### config.mk
export PLATFORM = sky130hd
export DESIGN_NAME = days_between_dates
export DESIGN_NICKNAME = d
export VERILOG_FILES = /design/src/design/dbd_pkg.sv /design/src/design/days_between_dates.sv
export VERILOG_INCLUDE_DIRS = /design/src /design/src/design
export SDC_FILE = /design/constraint.sdc
export NUM_CORES = 1
export LEC_CHECK = 0
export BUFFER_PORTS_ARGS = -buffer_cell sky130_fd_sc_hd__buf_2
export CAP_MARGIN = 15
export CORE_ASPECT_RATIO = 1.1
export CORE_MARGIN = 2
export CORE_UTILIZATION = 50
export DETAILED_ROUTE_END_ITERATION = 7
export GPL_ROUTABILITY_DRIVEN = 0
export HOLD_SLACK_MARGIN = 0.1
export PLACE_DENSITY_LB_ADDON = 0.15
export SYNTH_ARGS = -nofsm -noshare
export SYNTH_HDL_FRONTEND = slang
export SYNTH_SLANG_ARGS = --single-unit
export TNS_END_PERCENT = 50
### constraint.sdc
create_clock -name clk -period 4.9 [get_ports clk]
set_input_delay 0.98 -clock clk [delete_from_list [all_inputs] [get_ports clk]]
set_output_delay 0.98 -clock clk [all_outputs]
set_load 0.03 [all_outputs]
### src/design/assert_macros.svh
// Assertion macros shared by the RTL of the day-count block.
// Needs no other file; included by modules that carry checks.
`ifndef ASSERT_MACROS_SVH
`define ASSERT_MACROS_SVH

// Same-cycle implication under an active-low asynchronous reset.
`define DBD_ASSERT_IMPLY(label, clk, rst_n, ante, cons) \
    label: assert property (@(posedge clk) disable iff (!rst_n) (ante) |-> (cons)) \
        else $error("dbd: same-cycle check failed");

// Next-cycle implication under an active-low asynchronous reset.
`define DBD_ASSERT_NEXT(label, clk, rst_n, ante, cons) \
    label: assert property (@(posedge clk) disable iff (!rst_n) (ante) |=> (cons)) \
        else $error("dbd: next-cycle check failed");

`endif

### src/design/dbd_pkg.sv
// Package for the day-count block: field widths, calendar constants and
// the month tables. Depends on nothing.
package dbd_pkg;

    localparam int DAY_W   = 5;
    localparam int MONTH_W = 4;
    localparam int YEAR_W  = 14;
    localparam int COUNT_W = 22;

    // Biased March-based year and intermediate widths.
    localparam int YY_W   = 15;
    localparam int PROD_W = 27;
    localparam int Q_W    = 8;
    localparam int OFF_W  = 9;
    localparam int DOFF_W = 10;

    localparam logic [YEAR_W-1:0]  YEAR_MAX      = 14'd9999;
    localparam logic [YY_W-1:0]    YEAR_BIAS     = 15'd400;
    localparam logic [12:0]        DIV100_MUL    = 13'd5243;
    localparam int                 DIV100_SHIFT  = 19;
    localparam logic [6:0]         CENTURY       = 7'd100;
    localparam logic [8:0]         DAYS_PER_YEAR = 9'd365;
    localparam logic [Q_W-1:0]     CENTURY_BIAS  = 8'd4;
    localparam logic [MONTH_W-1:0] FEBRUARY      = 4'd2;
    localparam logic [COUNT_W-1:0] COUNT_MAX     = 22'd3652424;

    typedef struct packed {
        logic [DAY_W-1:0]   day;
        logic [MONTH_W-1:0] month;
        logic [YEAR_W-1:0]  year;
    } date_t;

    // Days in each month of a common year; codes outside 1..12 give zero,
    // so they can never pass the day check.
    function automatic logic [DAY_W-1:0] month_len(input logic [MONTH_W-1:0] m);
        logic [DAY_W-1:0] len;
        case (m)
            4'd1, 4'd3, 4'd5, 4'd7, 4'd8, 4'd10, 4'd12: len = 5'd31;
            4'd4, 4'd6, 4'd9, 4'd11:                    len = 5'd30;
            4'd2:                                       len = 5'd28;
            default:                                    len = 5'd0;
        endcase
        return len;
    endfunction

    // Days before the first of the month in a year that starts on March 1.
    function automatic logic [OFF_W-1:0] month_off(input logic [MONTH_W-1:0] m);
        logic [OFF_W-1:0] off;
        case (m)
            4'd3:    off = 9'd0;
            4'd4:    off = 9'd31;
            4'd5:    off = 9'd61;
            4'd6:    off = 9'd92;
            4'd7:    off = 9'd122;
            4'd8:    off = 9'd153;
            4'd9:    off = 9'd184;
            4'd10:   off = 9'd214;
            4'd11:   off = 9'd245;
            4'd12:   off = 9'd275;
            4'd1:    off = 9'd306;
            4'd2:    off = 9'd337;
            default: off = 9'd0;
        endcase
        return off;
    endfunction

endpackage

### src/design/days_between_dates.sv
// Top level of the day-count block: a four-stage pipeline that turns two
// Gregorian dates into the absolute number of days between them.
// Depends on dbd_pkg.sv and assert_macros.svh.
//
//  channel | handshake            | word
//  --------+----------------------+------------------------------------------
//  input   | in_valid / in_stall  | first_day/month/year, second_day/month/year
//  output  | out_valid / out_stall| day_count, date_invalid
//
// One word enters per cycle unless in_stall is high. Its result passes
// through the four register stages in turn (year divide, calendar checks,
// day numbers, difference) and leaves on the output channel.
// Reset clears only the stage valid bits; no data is held over.
// A stall on the output freezes the last stage; earlier stages keep moving
// into empty slots, so in_stall rises only when all four stages are full.
`include "assert_macros.svh"

module days_between_dates
(
    input  logic                          clk,
    input  logic                          rst_n,

    input  logic                          in_valid,
    output logic                          in_stall,
    input  logic [dbd_pkg::DAY_W-1:0]     first_day,
    input  logic [dbd_pkg::MONTH_W-1:0]   first_month,
    input  logic [dbd_pkg::YEAR_W-1:0]    first_year,
    input  logic [dbd_pkg::DAY_W-1:0]     second_day,
    input  logic [dbd_pkg::MONTH_W-1:0]   second_month,
    input  logic [dbd_pkg::YEAR_W-1:0]    second_year,

    output logic                          out_valid,
    input  logic                          out_stall,
    output logic [dbd_pkg::COUNT_W-1:0]   day_count,
    output logic                          date_invalid
);

    // Stage valid bits and per-stage load enables. A stage loads when it is
    // empty or when the stage after it is loading this cycle.
    logic v1_reg, v2_reg, v3_reg, v4_reg;
    logic en1, en2, en3, en4;

    assign en4 = !v4_reg || !out_stall;
    assign en3 = !v3_reg || en4;
    assign en2 = !v2_reg || en3;
    assign en1 = !v1_reg || en2;
    assign in_stall = !en1;

    // Input words as two lanes, one per date.
    dbd_pkg::date_t date_in [2];

    assign date_in[0] = '{day: first_day,  month: first_month,  year: first_year};
    assign date_in[1] = '{day: second_day, month: second_month, year: second_year};

    // Stage 1: the date itself and year / 100 by a reciprocal multiply.
    // The reciprocal is exact for every 14-bit year.
    dbd_pkg::date_t            s1_date_reg [2];
    logic [dbd_pkg::Q_W-1:0]   s1_cent_reg [2];
    logic [dbd_pkg::Q_W-1:0]   s1_cent_next [2];

    // Stage 2: date check, biased March-based year and its century count.
    logic [dbd_pkg::YY_W-1:0]   s2_yy_reg [2];
    logic [dbd_pkg::YY_W-1:0]   s2_yy_next [2];
    logic [dbd_pkg::Q_W-1:0]    s2_cy_reg [2];
    logic [dbd_pkg::Q_W-1:0]    s2_cy_next [2];
    logic [dbd_pkg::DOFF_W-1:0] s2_doff_reg [2];
    logic [dbd_pkg::DOFF_W-1:0] s2_doff_next [2];
    logic                       s2_bad_reg;
    logic                       s2_bad_next;

    // Stage 3: day number of each date.
    logic [dbd_pkg::COUNT_W-1:0] s3_num_reg [2];
    logic [dbd_pkg::COUNT_W-1:0] s3_num_next [2];
    logic                        s3_bad_reg;

    // Stage 4: output register.
    logic [dbd_pkg::COUNT_W-1:0] count_reg;
    logic [dbd_pkg::COUNT_W-1:0] count_next;
    logic                        bad_reg;

    always_comb
    begin
        logic [dbd_pkg::PROD_W-1:0] prod;
        for (int i = 0; i < 2; i++)
        begin
            prod = dbd_pkg::PROD_W'(date_in[i].year) * dbd_pkg::PROD_W'(dbd_pkg::DIV100_MUL);
            s1_cent_next[i] = prod[dbd_pkg::DIV100_SHIFT +: dbd_pkg::Q_W];
        end
    end

    // Leap rule: divisible by 4, and not a century year unless the century
    // count is itself divisible by 4. The year shift for January and
    // February moves the century count down by one only on a century year.
    always_comb
    begin
        logic                        cent_year;
        logic                        leap;
        logic                        early;
        logic [dbd_pkg::DAY_W:0]     len;
        logic                        ok;
        logic [1:0]                  ok_lane;
        for (int i = 0; i < 2; i++)
        begin
            cent_year = (dbd_pkg::YY_W'(s1_date_reg[i].year)
                         == dbd_pkg::YY_W'(s1_cent_reg[i]) * dbd_pkg::YY_W'(dbd_pkg::CENTURY));
            leap  = (s1_date_reg[i].year[1:0] == 2'd0)
                    && (!cent_year || (s1_cent_reg[i][1:0] == 2'd0));
            early = (s1_date_reg[i].month <= dbd_pkg::FEBRUARY);
            len   = {1'b0, dbd_pkg::month_len(s1_date_reg[i].month)}
                    + ((s1_date_reg[i].month == dbd_pkg::FEBRUARY && leap) ? 6'd1 : 6'd0);
            ok    = (s1_date_reg[i].day != '0)
                    && ({1'b0, s1_date_reg[i].day} <= len)
                    && (s1_date_reg[i].year <= dbd_pkg::YEAR_MAX);
            ok_lane[i] = ok;
            s2_yy_next[i] = dbd_pkg::YY_W'(s1_date_reg[i].year) + dbd_pkg::YEAR_BIAS
                            - dbd_pkg::YY_W'(early);
            s2_cy_next[i] = s1_cent_reg[i] + dbd_pkg::CENTURY_BIAS
                            - dbd_pkg::Q_W'(early && cent_year);
            s2_doff_next[i] = dbd_pkg::DOFF_W'(dbd_pkg::month_off(s1_date_reg[i].month))
                              + dbd_pkg::DOFF_W'(s1_date_reg[i].day);
        end
        s2_bad_next = !(ok_lane[0] && ok_lane[1]);
    end

    // Day number: 365 * yy + yy/4 - yy/100 + yy/400 + month offset + day.
    always_comb
    begin
        for (int i = 0; i < 2; i++)
        begin
            s3_num_next[i] = dbd_pkg::COUNT_W'(s2_yy_reg[i]) * dbd_pkg::COUNT_W'(dbd_pkg::DAYS_PER_YEAR)
                             + dbd_pkg::COUNT_W'(s2_yy_reg[i] >> 2)
                             - dbd_pkg::COUNT_W'(s2_cy_reg[i])
                             + dbd_pkg::COUNT_W'(s2_cy_reg[i] >> 2)
                             + dbd_pkg::COUNT_W'(s2_doff_reg[i]);
        end
    end

    always_comb
    begin
        if (s3_bad_reg)
        begin
            count_next = '0;
        end
        else if (s3_num_reg[0] >= s3_num_reg[1])
        begin
            count_next = s3_num_reg[0] - s3_num_reg[1];
        end
        else
        begin
            count_next = s3_num_reg[1] - s3_num_reg[0];
        end
    end

    always_ff @(posedge clk or negedge rst_n)
    begin
        if (!rst_n)
        begin
            v1_reg <= 1'b0;
            v2_reg <= 1'b0;
            v3_reg <= 1'b0;
            v4_reg <= 1'b0;
        end
        else
        begin
            if (en1)
            begin
                v1_reg <= in_valid;
            end
            if (en2)
            begin
                v2_reg <= v1_reg;
            end
            if (en3)
            begin
                v3_reg <= v2_reg;
            end
            if (en4)
            begin
                v4_reg <= v3_reg;
            end
        end
    end

    always_ff @(posedge clk)
    begin
        if (en1 && in_valid)
        begin
            s1_date_reg <= date_in;
            s1_cent_reg <= s1_cent_next;
        end
        if (en2 && v1_reg)
        begin
            s2_yy_reg   <= s2_yy_next;
            s2_cy_reg   <= s2_cy_next;
            s2_doff_reg <= s2_doff_next;
            s2_bad_reg  <= s2_bad_next;
        end
        if (en3 && v2_reg)
        begin
            s3_num_reg <= s3_num_next;
            s3_bad_reg <= s2_bad_reg;
        end
        if (en4 && v3_reg)
        begin
            count_reg <= count_next;
            bad_reg   <= s3_bad_reg;
        end
    end

    assign out_valid    = v4_reg;
    assign day_count    = count_reg;
    assign date_invalid = bad_reg;

    // An accepted word always lands in the first stage.
    `DBD_ASSERT_NEXT(a_accept_fills_s1, clk, rst_n, in_valid && !in_stall, v1_reg)
    // Back-pressure reaches the input only when every stage is occupied.
    `DBD_ASSERT_IMPLY(a_stall_full, clk, rst_n, in_stall, v1_reg && v2_reg && v3_reg && v4_reg)
    // A rejected pair never carries a count.
    `DBD_ASSERT_IMPLY(a_invalid_zero, clk, rst_n, out_valid && date_invalid, day_count == '0)
    // The count never exceeds the span of years 0 to 9999.
    `DBD_ASSERT_IMPLY(a_count_range, clk, rst_n, out_valid, day_count <= dbd_pkg::COUNT_MAX)

endmodule

Yosys cells after proc, flatten, opt, wreduce, memory -nomap -nowiden

Memories as Yosys holds them, arrays and structs flattened. A register that Yosys moved wholly into a read port is not among the register bits.
Cells that the tools add are included.

Memories kept: 4
Bits in registers: 201
Latch bits: 0
Memory bits (read-only): 448
Output and inout bits: 25
RAM bits: 0
Bits of input ports: 50

Eq/ne operators: 4
Add/sub/neg operators: 22
Multiply operators: 6
Bitwise gates (word level): 0
Shift operators: 0
Divide/modulo/power cells: 0
$lt $le $gt $ge: 7
Reduce and logical (&&, ||, !) cells: 36
Mux-type cells: 7

Memory list:

| name            | words | width | read ports | clocked after memory_dff | write ports | line          | RTL |
|---|---|---|---|---|---|---|---|
| (no name shown) | 16    | 9     | 1          | 1                        | 0           | dbd_pkg.sv:49 | `case (m)` |
| (no name shown) | 16    | 9     | 1          | 1                        | 0           | dbd_pkg.sv:49 |  |
| (no name shown) | 16    | 5     | 1          | 1                        | 0           | dbd_pkg.sv:37 | `case (m)` |
| (no name shown) | 16    | 5     | 1          | 1                        | 0           | dbd_pkg.sv:37 |  |

Operator list:

| cell                                                                   | count |
|---|---|
| 14-bit by 13-bit multiplier with 27-bit output (second input constant) | 2 |
| 22-bit by 10-bit adder with 22-bit output                              | 2 |
| 22-bit by 13-bit adder with 22-bit output                              | 2 |
| 22-bit by 6-bit adder with 22-bit output                               | 2 |
| 15-bit by 9-bit multiplier with 22-bit output (second input constant)  | 2 |
| 22-bit subtractor                                                      | 2 |
| 22-bit by 8-bit subtractor with 22-bit output                          | 2 |
| 14-bit by 9-bit adder with 15-bit output (second input constant)       | 2 |
| 14-bit by 15-bit equality test with 1-bit output                       | 2 |
| 15-bit by 1-bit subtractor with 15-bit output                          | 2 |
| 14-bit <= comparator (second input constant)                           | 2 |
| 8-bit by 5-bit multiplier with 13-bit output (second input constant)   | 2 |
| 22-bit >= comparator                                                   | 1 |
| 22-bit two-way mux                                                     | 1 |
| 9-bit by 5-bit adder with 10-bit output                                | 2 |
| 8-bit by 3-bit adder with 8-bit output (second input constant)         | 2 |
| 4-bit two-way mux                                                      | 4 |
| 8-bit by 1-bit subtractor with 8-bit output                            | 2 |
| 1-bit logical AND                                                      | 15 |
| 5-bit by 1-bit adder with 6-bit output                                 | 2 |
| 5-bit by 6-bit <= comparator with 1-bit output                         | 2 |
| 5-bit nonzero test                                                     | 2 |
| 1-bit zero test                                                        | 9 |
| 4-bit by 2-bit equality test with 1-bit output (second input constant) | 2 |
| 4 further kinds                                                        | 14 |

Logic depth before layout (Yosys ltp)

Gate-level depths: netlist of the first run.

Word-level depth: 13
Gate-level depth with buffers: 24
Depth with buffers taken out: 24

Least setup slack after synthesis of the first run

Ideal clock, no wire load.

Path kind: input-to-reg
From: input port first_year[6] (netlist bit)
To: register s1_cent_reg[14] (netlist bit) (data pin)
Data arrival time: 5.280 ns
Slack: -0.637 ns
Cell stages on the path: 19
Library setup time: 0.258 ns
Required time: 4.642 ns
Path through: ha_1 -> inv_1 -> fa_1 -> fa_1 -> inv_1 -> ha_1 -> inv_1 -> fa_1 -> inv_1 -> ha_1 -> a21o_1 -> a21o_1 -> a2111oi_4 -> o22ai_2 -> o41ai_4 -> o211ai_2 -> or2_1 -> a21oi_2 -> xnor2_1

RTL lines:

| what                   | line                      | RTL |
|---|---|---|
| start: declaration     | days_between_dates.sv:27  | `input logic [dbd_pkg::YEAR_W-1:0] first_year,` |
| end signal: assignment | days_between_dates.sv:189 | `s1_cent_reg <= s1_cent_next;` |
| end: declaration       | days_between_dates.sv:58  | `logic [dbd_pkg::Q_W-1:0] s1_cent_reg [2];` |

==> metrics.txt, run 1 <==
worst setup margin=-0.2269 ns; post-route cell area=0.03394 mm2; Final Skew=0.01642 ns; synth cell count leaders=inv_1, ha_1, fa_1, edfxtp_1, xnor2_1; status=finished with violations; first-pass GRT wire length=97680 um; fin. max-slew vios=0; total track usage=20.59%; clock tree buffer depth=3; largest fanout on the critical path=5; Die H=252.4 um; top-count cell post-synth=inv_1; via density per instance=4.963; Crit Path Class=reg2reg; Routed wire per std cell=15.59 um; post-synthesis sequential area ratio=23.17%; antenna cells=0; period utilization=104.6%; Worst-path clk slew=0.06 ns; EDFF count, synth=197; failing checks=setup timing; max frequency=195.1 MHz; die width=229.8 um; Fin Setup TNS=-1.339 ns; clock sink count=225; Post-synth ARST share=1.778%; Worst EP arrival=5.42 ns; post-layout minimum cycle time=5.127 ns; Syn Inst Count=2612; maxcap violations=0; DRC Markers=0; Clock Latency Late Sink=0.55 ns; layout cell share with drive strength beyond 1=21.21%; Synth area leaders=ha_1, fa_1, edfxtp_1; RSZ-0062 raised after global routing=true; fin nets=3946; DR vias=18760; Top FF cell, synth=edfxtp_1; row count=91; post-place setup slack=-0.7980 ns; Distinct cells, synth=78; drt pass-1 iters=5; CTS tree=yes; HP Class=in2async; Root Driver=clkbuf_16; largest net degree at the start of global routing=63; CTS H-tree lvls=1; Num CTS Buffers=25; Syn Area/Cell=10.74 um2; Routed WL=58940 um; initial DRC count=765; final core occ=60.84%; initial antenna violation count=0; syn nets=3540; largest area contributor in the netlist=ha_1; CP Launch Type=flop; Synth top area share=24.45%; Synth Register Bits=225; placed cell area=0.03138 mm2; global route overflow=0; Synth Warn #=0; cts hold-fix bufs=0; post-DP HPWL=50000 um; Worst-Margin Slew=0.8002 ns; # IOs=75; Post-Syn Area=0.02804 mm2; Finish-stage setup viols=15; Fin. Hold Viols=0; Worst Path Required=5.19 ns; CP endpoint kind=flop; Die ar.=0.05800 mm2; vias in the first global route=20380; count of input and output buffers=74; Initial Utilization=50.26%; Detail Route Antenna Nets=0; Core ar.=0.05579 mm2; max_slew headroom=45.13%; area delta synth->final=21.05%
[area by class of cell]
class                           count  area [um2]
Clock buffer                       39       770.7
Inverter                          660        2490
Timing Repair Buffer              401        3003
Multi-Input combinational cell   1705       20190
Tap cell                          744       930.9
Clock inverter                      6       62.56
Sequential cell                   225        6496
Fill cell                        4562       21850
[placed cells by master, fill, tap and decap left out, drive strengths merged, types with 6 or more instances in the layout]
cell type    n
a211oi      20
a21boi       6
a21o        46
a21oi      103
a221o        7
a31oi        9
and2         9
and3         8
buf        400
clkbuf      40
dfxtp       24
edfxtp     197
fa         330
ha         548
inv        662
mux2i       19
nand2       57
nand2b      12
nand3       29
nand4       21
nor2        87
nor2b       35
nor3        26
nor4        10
o211ai       9
o21a        21
o21ai       51
o21bai      16
o31ai        8
or3          7
xnor2      102
xor2        55
[critical path, cell delays in order (launching register included)]
cell and delay, ns:
edfxtp_1 0.44, buf_6 0.17, buf_6 0.11, fa_1 0.45, ha_1 0.34, fa_1 0.51, inv_2 0.04, fa_1 0.54
inv_2 0.04, fa_1 0.51, ha_4 0.30, o21a_1 0.17, nor2_4 0.05, o31ai_4 0.28, o41ai_4 0.10, o211ai_1 0.32
buf_4 0.18, a21o_1 0.13, a21oi_2 0.06, xnor2_1 0.12
[kinds of logic (layout without fill, tap and decap cells)]
group	Yosys count	after routing	synth area share [%]
compound gates	334	334	8.281
xor+xnor	157	157	4.904
buf+inv	682	1106	9.254
flops	225	225	23.17
simple gates	315	315	5.626
fa+ha+maj	878	878	48.01
mux	21	21	0.7585
[layer usage]
| layer | vias up | part of all wire, % | track usage [%] |
|---|---|---|---|
| met3 | 93 | 2.8 | 1.715 |
| met1 | 9133 | 43 | 25.81 |
| met4 | 0 | 2.7 | 5.733 |
| li1 | 9299 | - | - |
| met2 | 236 | 52 | 37.99 |
| met5 | - | 0 | 0 |
[metrics by stage]
| stage | hold slack [ns] | cells |
|---|---|---|
| after detailed placement | 0.4644 | 3681 |
| after floorplan | 0.4003 | 2612 |
| after global placement | 0.4446 | 3681 |
| after CTS | 0.2472 | 3757 |
| final | 0.2696 | 3780 |
| after global routing | 0.2597 | 3780 |
[worst paths after layout]
path | startpoint | to | slack [ns] | cells past startpoint
worst max-delay path | s2_yy_reg[22] | s3_num_reg[41] | -0.23 | 19
worst min-delay path | rst_n | v1_reg | 0.27 | 1
worst max register to register | s2_yy_reg[22] | s3_num_reg[41] | -0.23 | 19
worst min register to register | v3_reg | out_valid | 0.47 | 1
max in group asynchronous | rst_n | v3_reg | 4.46 | 1
min in group clk | v3_reg | out_valid | 0.47 | 1
[what timing repair did]
| action | 4_1_cts | 5_1_grt |
|---|---|---|
| setup endpoints to repair | 26 | 39 |
| pin swaps | 102 | 150 |
| endpoints found under the hold margin | 0 | 0 |
| gates resized for setup | 111 | 139 |
| setup buffers | 35 | 29 |
| cloned | 0 | 0 |
Power of run 1 is not shown: default switching activity piles up to over one toggle a cycle in this logic, so the estimate is an artifact.
==> run 2: changes to the inputs <==
--- a/config.mk
+++ b/config.mk
@@ -6,6 +6,7 @@
 export SDC_FILE = /design/constraint.sdc
 export NUM_CORES = 1
 export LEC_CHECK = 0
+export ABC_AREA = 1
 export BUFFER_PORTS_ARGS = -buffer_cell sky130_fd_sc_hd__buf_2
 export CAP_MARGIN = 15
 export CORE_ASPECT_RATIO = 1.1
==> run 2 against run 1 <==
  * The flow now finishes without violations
  * Global-route usage grew 1.6 points
  * First-iteration DRC count is 15% higher
  * Clock-buffer cell count is 2 lower
  * Non-clock buffer count down 200
  * Worst setup slack improved by 0.39 ns
  * Cell area increased by 0.48%
  * Critical path type unchanged
  * Critical endpoint is now s2_bad_reg
==> metrics.txt, run 2 <==
post-synthesis sequential area ratio=21.10%; Critical R2R Launch=s1_cent_reg[3]; R2R Setup Slk=0.17 ns; CP dominant cell by count=nand2_1; first-pass GRT wire length=112800 um; layout cell share with drive strength beyond 1=8.765%; Worst-path clk slew=0.06 ns; FF-to-FF End=s2_bad_reg; post-layout minimum cycle time=4.734 ns; initial antenna violation count=0; Worst-Margin Slew=1.090 ns; initial DRC count=876; Finish-stage setup viols=0; clock sink count=225; largest fanout on the critical path=6; Die H=264.3 um; CP Depth=26; CP top delay family=adder cells; Fin Setup TNS=0 ns; crit path max-delay cell type=edfxtp_1; Top FF cell, synth=edfxtp_1; Syn Area/Cell=8.849 um2; status=finished clean; Detail Route Antenna Nets=0; CTS H-tree lvls=1; most frequent cells in the layout=inv_1, nand2_1, ha_1; largest area contributor in the netlist=ha_1; global route overflow=0; count of input and output buffers=74; fin. max-slew vios=0; Synth Warn #=0; area delta synth->final=10.76%; top-count cell post-synth=inv_1; cts hold-fix bufs=0; CP endpoint kind=flop; # IOs=75; Routed WL=67710 um; via density per instance=4.859; CTS tree=yes; Die ar.=0.06359 mm2; most common cell after layout, fill and taps aside=inv_1; DR vias=22020; Post-Syn Area=0.03079 mm2; largest net degree at the start of global routing=68; Routed wire per std cell=14.94 um; Worst Path Buf+Inv=2; drt pass-1 iters=8; Core ar.=0.06098 mm2; DRC Markers=0; Num CTS Buffers=27; Post-synth ARST share=1.778%; maxcap violations=0; Worst Setup SP=s1_cent_reg[3]; CP Capture Point=s2_bad_reg; Root Driver=clkbuf_16; Worst Path Required=5.19 ns; EDFF count, synth=197; post-DP HPWL=59590 um; Worst EP arrival=5.02 ns; total track usage=22.20%; Fin. Hold Viols=0; RSZ-0062 raised after global routing=true; die width=240.6 um; critical path's largest stage delay=0.51 ns; period utilization=96.62%; row count=95; Initial Utilization=50.50%; vias in the first global route=22850; max frequency=211.2 MHz; Final Skew=0.03093 ns; fin nets=4616; max_slew headroom=27.36%; Post-Layout Cell Count=4532; Synth area leaders=ha_1, fa_1, edfxtp_1; Clock Latency Late Sink=0.57 ns; Synth top area share=22.27%; HP Class=in2async; CP Launch Type=flop; syn nets=4408; clock tree buffer depth=3; FF-to-FF path depth=26; antenna cells=0; Syn Inst Count=3480; Synth Register Bits=225; synth cell count leaders=inv_1, nand2_1, ha_1, fa_1, edfxtp_1; Distinct cells, synth=55; Crit Path Class=reg2reg; Post-Place Cells=4465
==> run 2: worst min path at each step <==
stage | depth (start not counted) | start | endpoint
2_1_floorplan | 0 | s2_bad_reg | s3_bad_reg
3_3_place_gp | 0 | s2_bad_reg | s3_bad_reg
3_5_place_dp | 0 | s2_bad_reg | s3_bad_reg
4_1_cts | 1 | rst_n | v1_reg
5_1_grt | 1 | rst_n | v2_reg
6_report | 1 | rst_n | v3_reg
==> run 2: per-layer routing <==
metal / global-route usage (%) / share of wire [%] / up-vias
met5: 0 / 0 / -
met4: 6.765 / 3.2 / 0
met3: 1.578 / 1.9 / 102
met2: 41.78 / 52 / 237
met1: 26.74 / 43 / 10370
li1: - / - / 11310
==> run 2: per-stage QoR <==
stage	cell area (um2)	setup slack, ns	util, %	hold slack (ns)
2_1_floorplan	30790	0.2194	-	0.4003
3_3_place_gp	32890	-0.1953	53.94	0.4697
3_5_place_dp	32890	-0.2490	53.94	0.4701
4_1_cts	33850	0.04117	55.52	0.2156
5_1_grt	34110	-0.1211	55.93	0.2273
6_report	34110	0.1657	55.93	0.2411
==> run 2: cell type report <==
cell class | instances | area, um2
inverters | 876 | 3293
repair buffers | 201 | 1349
clock buffers | 37 | 805.8
well taps | 824 | 1031
multi-input cells | 2357 | 20980
flip-flops and latches | 225 | 6496
clock inverters | 12 | 152.6
fillers | 5648 | 26870
==> run 2: kinds of logic (layout without fill, tap and decap cells) <==
family	after synthesis	after routing	share of synthesized area, %
simple gates	1028	1028	14.23
fa+ha+maj	878	878	43.72
buf+inv	898	1126	11.19
compound gates	314	314	5.859
flops	225	225	21.10
xor+xnor	137	137	3.897
==> run 2: worst reg2reg max path: stages, from the launching register on <==
cell,delay [ns]
edfxtp_1,0.51
ha_1,0.33
ha_1,0.30
fa_1,0.49
ha_4,0.33
nand2_1,0.06
nand2_1,0.07
inv_1,0.05
nand2_1,0.09
nand2_1,0.08
nand2_1,0.06
nand2_1,0.04
nand2_1,0.07
nand2_1,0.05
nor2_1,0.13
nand3_1,0.14
nor2_2,0.18
nor2_1,0.09
ha_1,0.20
ha_1,0.17
inv_1,0.05
ha_1,0.22
ha_1,0.29
a21oi_1,0.15
o21ai_0,0.09
o211ai_1,0.09
nand3_1,0.11
==> run 2: repair_timing <==
action,4_1_cts,5_1_grt
gates resized for setup,0,29
buffers inserted,0,18
setup endpoints to repair,0,25
Power of run 2 is left out for the same reason.
==> run 3: changes to the inputs <==
--- a/config.mk
+++ b/config.mk
@@ -16,6 +16,7 @@
 export GPL_ROUTABILITY_DRIVEN = 0
 export HOLD_SLACK_MARGIN = 0.1
 export PLACE_DENSITY_LB_ADDON = 0.15
+export SETUP_SLACK_MARGIN = 0.4
 export SYNTH_ARGS = -nofsm -noshare
 export SYNTH_HDL_FRONTEND = slang
 export SYNTH_SLANG_ARGS = --single-unit
==> run 3 against run 2 <==
  * Non-clock buffer count increased by 36
  * Sequential cell count is the same
  * Fmax up 4.5%
  * Clock skew down 0.010 ns
  * Register-to-register slack better by 0.20 ns
  * Utilization rose by 3.0 points
  * Highest routed layer unchanged
==> metrics.txt, run 3 (synthesis gave the netlist of run 2 again) <==
status=finished clean; HP Class=in2async; initial antenna violation count=0; Routed WL=69320 um; CTS tree=yes; CP endpoint kind=flop; maxcap violations=0; Fin. Hold Viols=0; Root Driver=clkbuf_16; period utilization=92.50%; die width=240.6 um; clock tree buffer depth=3; via density per instance=4.924; Worst Path Required=5.20 ns; R2R Setup Slk=0.37 ns; Core ar.=0.06098 mm2; fin. max-slew vios=0; clock sink count=225; most frequent cells in the layout=inv_1, nand2_1, ha_1; placed cell area=0.03282 mm2; Fin Setup TNS=0 ns; post-layout minimum cycle time=4.533 ns; DR vias=22510; most common cell after layout, fill and taps aside=inv_1; count of input and output buffers=74; Die ar.=0.06359 mm2; vias in the first global route=23080; initial DRC count=928; RSZ-0062 raised after global routing=true; drt pass-1 iters=5; Worst EP arrival=4.83 ns; Routed wire per std cell=15.17 um; Detail Route Antenna Nets=0; worst setup margin=0.3675 ns; Finish-stage setup viols=0; max frequency=220.6 MHz; layout cell share with drive strength beyond 1=16.12%; Die H=264.3 um; row count=95; global route overflow=0; Worst-path clk slew=0.06 ns; DRC Markers=0; final core occ=58.92%; Worst Setup SP=s2_yy_reg[22]; CP Launch Type=flop; area delta synth->final=16.68%; Critical R2R Launch=s2_yy_reg[22]; largest net degree at the start of global routing=46; CTS H-tree lvls=1; FF-to-FF path depth=15; fin nets=4653; Final Skew=0.02093 ns; Initial Utilization=50.50%; first-pass GRT wire length=113200 um; FF-to-FF End=s3_num_reg[37]; post-DP HPWL=58500 um; Clock Latency Late Sink=0.57 ns; CP Capture Point=s3_num_reg[37]; post-place setup slack=-0.1320 ns; Worst-Margin Slew=1.075 ns; Num CTS Buffers=28; post-route cell area=0.03593 mm2; total track usage=22.24%; Crit Path Class=reg2reg; max_slew headroom=28.27%; antenna cells=0; # IOs=75; largest fanout on the critical path=4
-- run 3: changes by cell type in the layout (fill, tap and decap cells not counted), sizes merged --
| cell | before | now |
|---|---|---|
| bufinv | 3 | 2 |
| clkinvlp | 1 | 3 |
| inv | 877 | 878 |
| buf | 201 | 237 |
| clkbuf | 37 | 38 |
-- run 3: timing repair --
item                                    4_1_cts  5_1_grt
hold buffers                                  0        0
buffers inserted                             36       48
hold endpoints to repair                      0        0
endpoints found under the setup margin       28       44
pin swaps                                    50      140
resized for setup                            88      217
-- run 3: final cells by class --
class,instances,area (um2)
sequential,225,6496
clock inverter,14,137.6
multi-input combinational,2357,22450
inverter,876,3296
clock buffer,38,809.5
tap,824,1031
fill,5338,25050
timing repair buffer,237,1713
-- run 3: per-stage QoR --
step	hold slack (ns)	instances
after floorplan	0.4003	3480
after global placement	0.4097	4435
after detailed placement	0.4152	4435
after CTS	0.2217	4523
after global routing	0.2362	4571
final	0.2599	4571
-- run 3: routing by layer --
metal	track usage, %	vias up	wire length (um)	part of all wire (%)
li1	-	11360	-	-
met1	28.13	10670	30160	44
met2	39.98	350	34860	50
met3	1.567	124	1708	2.5
met4	7.453	0	2597	3.7
met5	0	-	0	0
-- run 3: worst min path at each step --
stage | slack, ns | depth (start not counted) | endpoint | start
after floorplan | 0.40 | 0 | s3_bad_reg | s2_bad_reg
after global placement | 0.41 | 0 | s3_bad_reg | s2_bad_reg
after detailed placement | 0.42 | 0 | s3_bad_reg | s2_bad_reg
after CTS | 0.22 | 1 | v1_reg | rst_n
after global routing | 0.24 | 1 | v3_reg | rst_n
final | 0.26 | 1 | v1_reg | rst_n
-- run 3: critical path: stages (launching register included) --
cell	delay, ns
edfxtp_1	0.42
buf_6	0.15
fa_1	0.48
fa_1	0.51
inv_2	0.04
fa_1	0.49
inv_1	0.05
fa_1	0.51
fa_1	0.45
ha_4	0.34
buf_4	0.12
nand4_1	0.13
nor3_2	0.21
a21oi_2	0.10
o21bai_1	0.18
xor2_1	0.08
Power of run 3 is left out for the same reason.
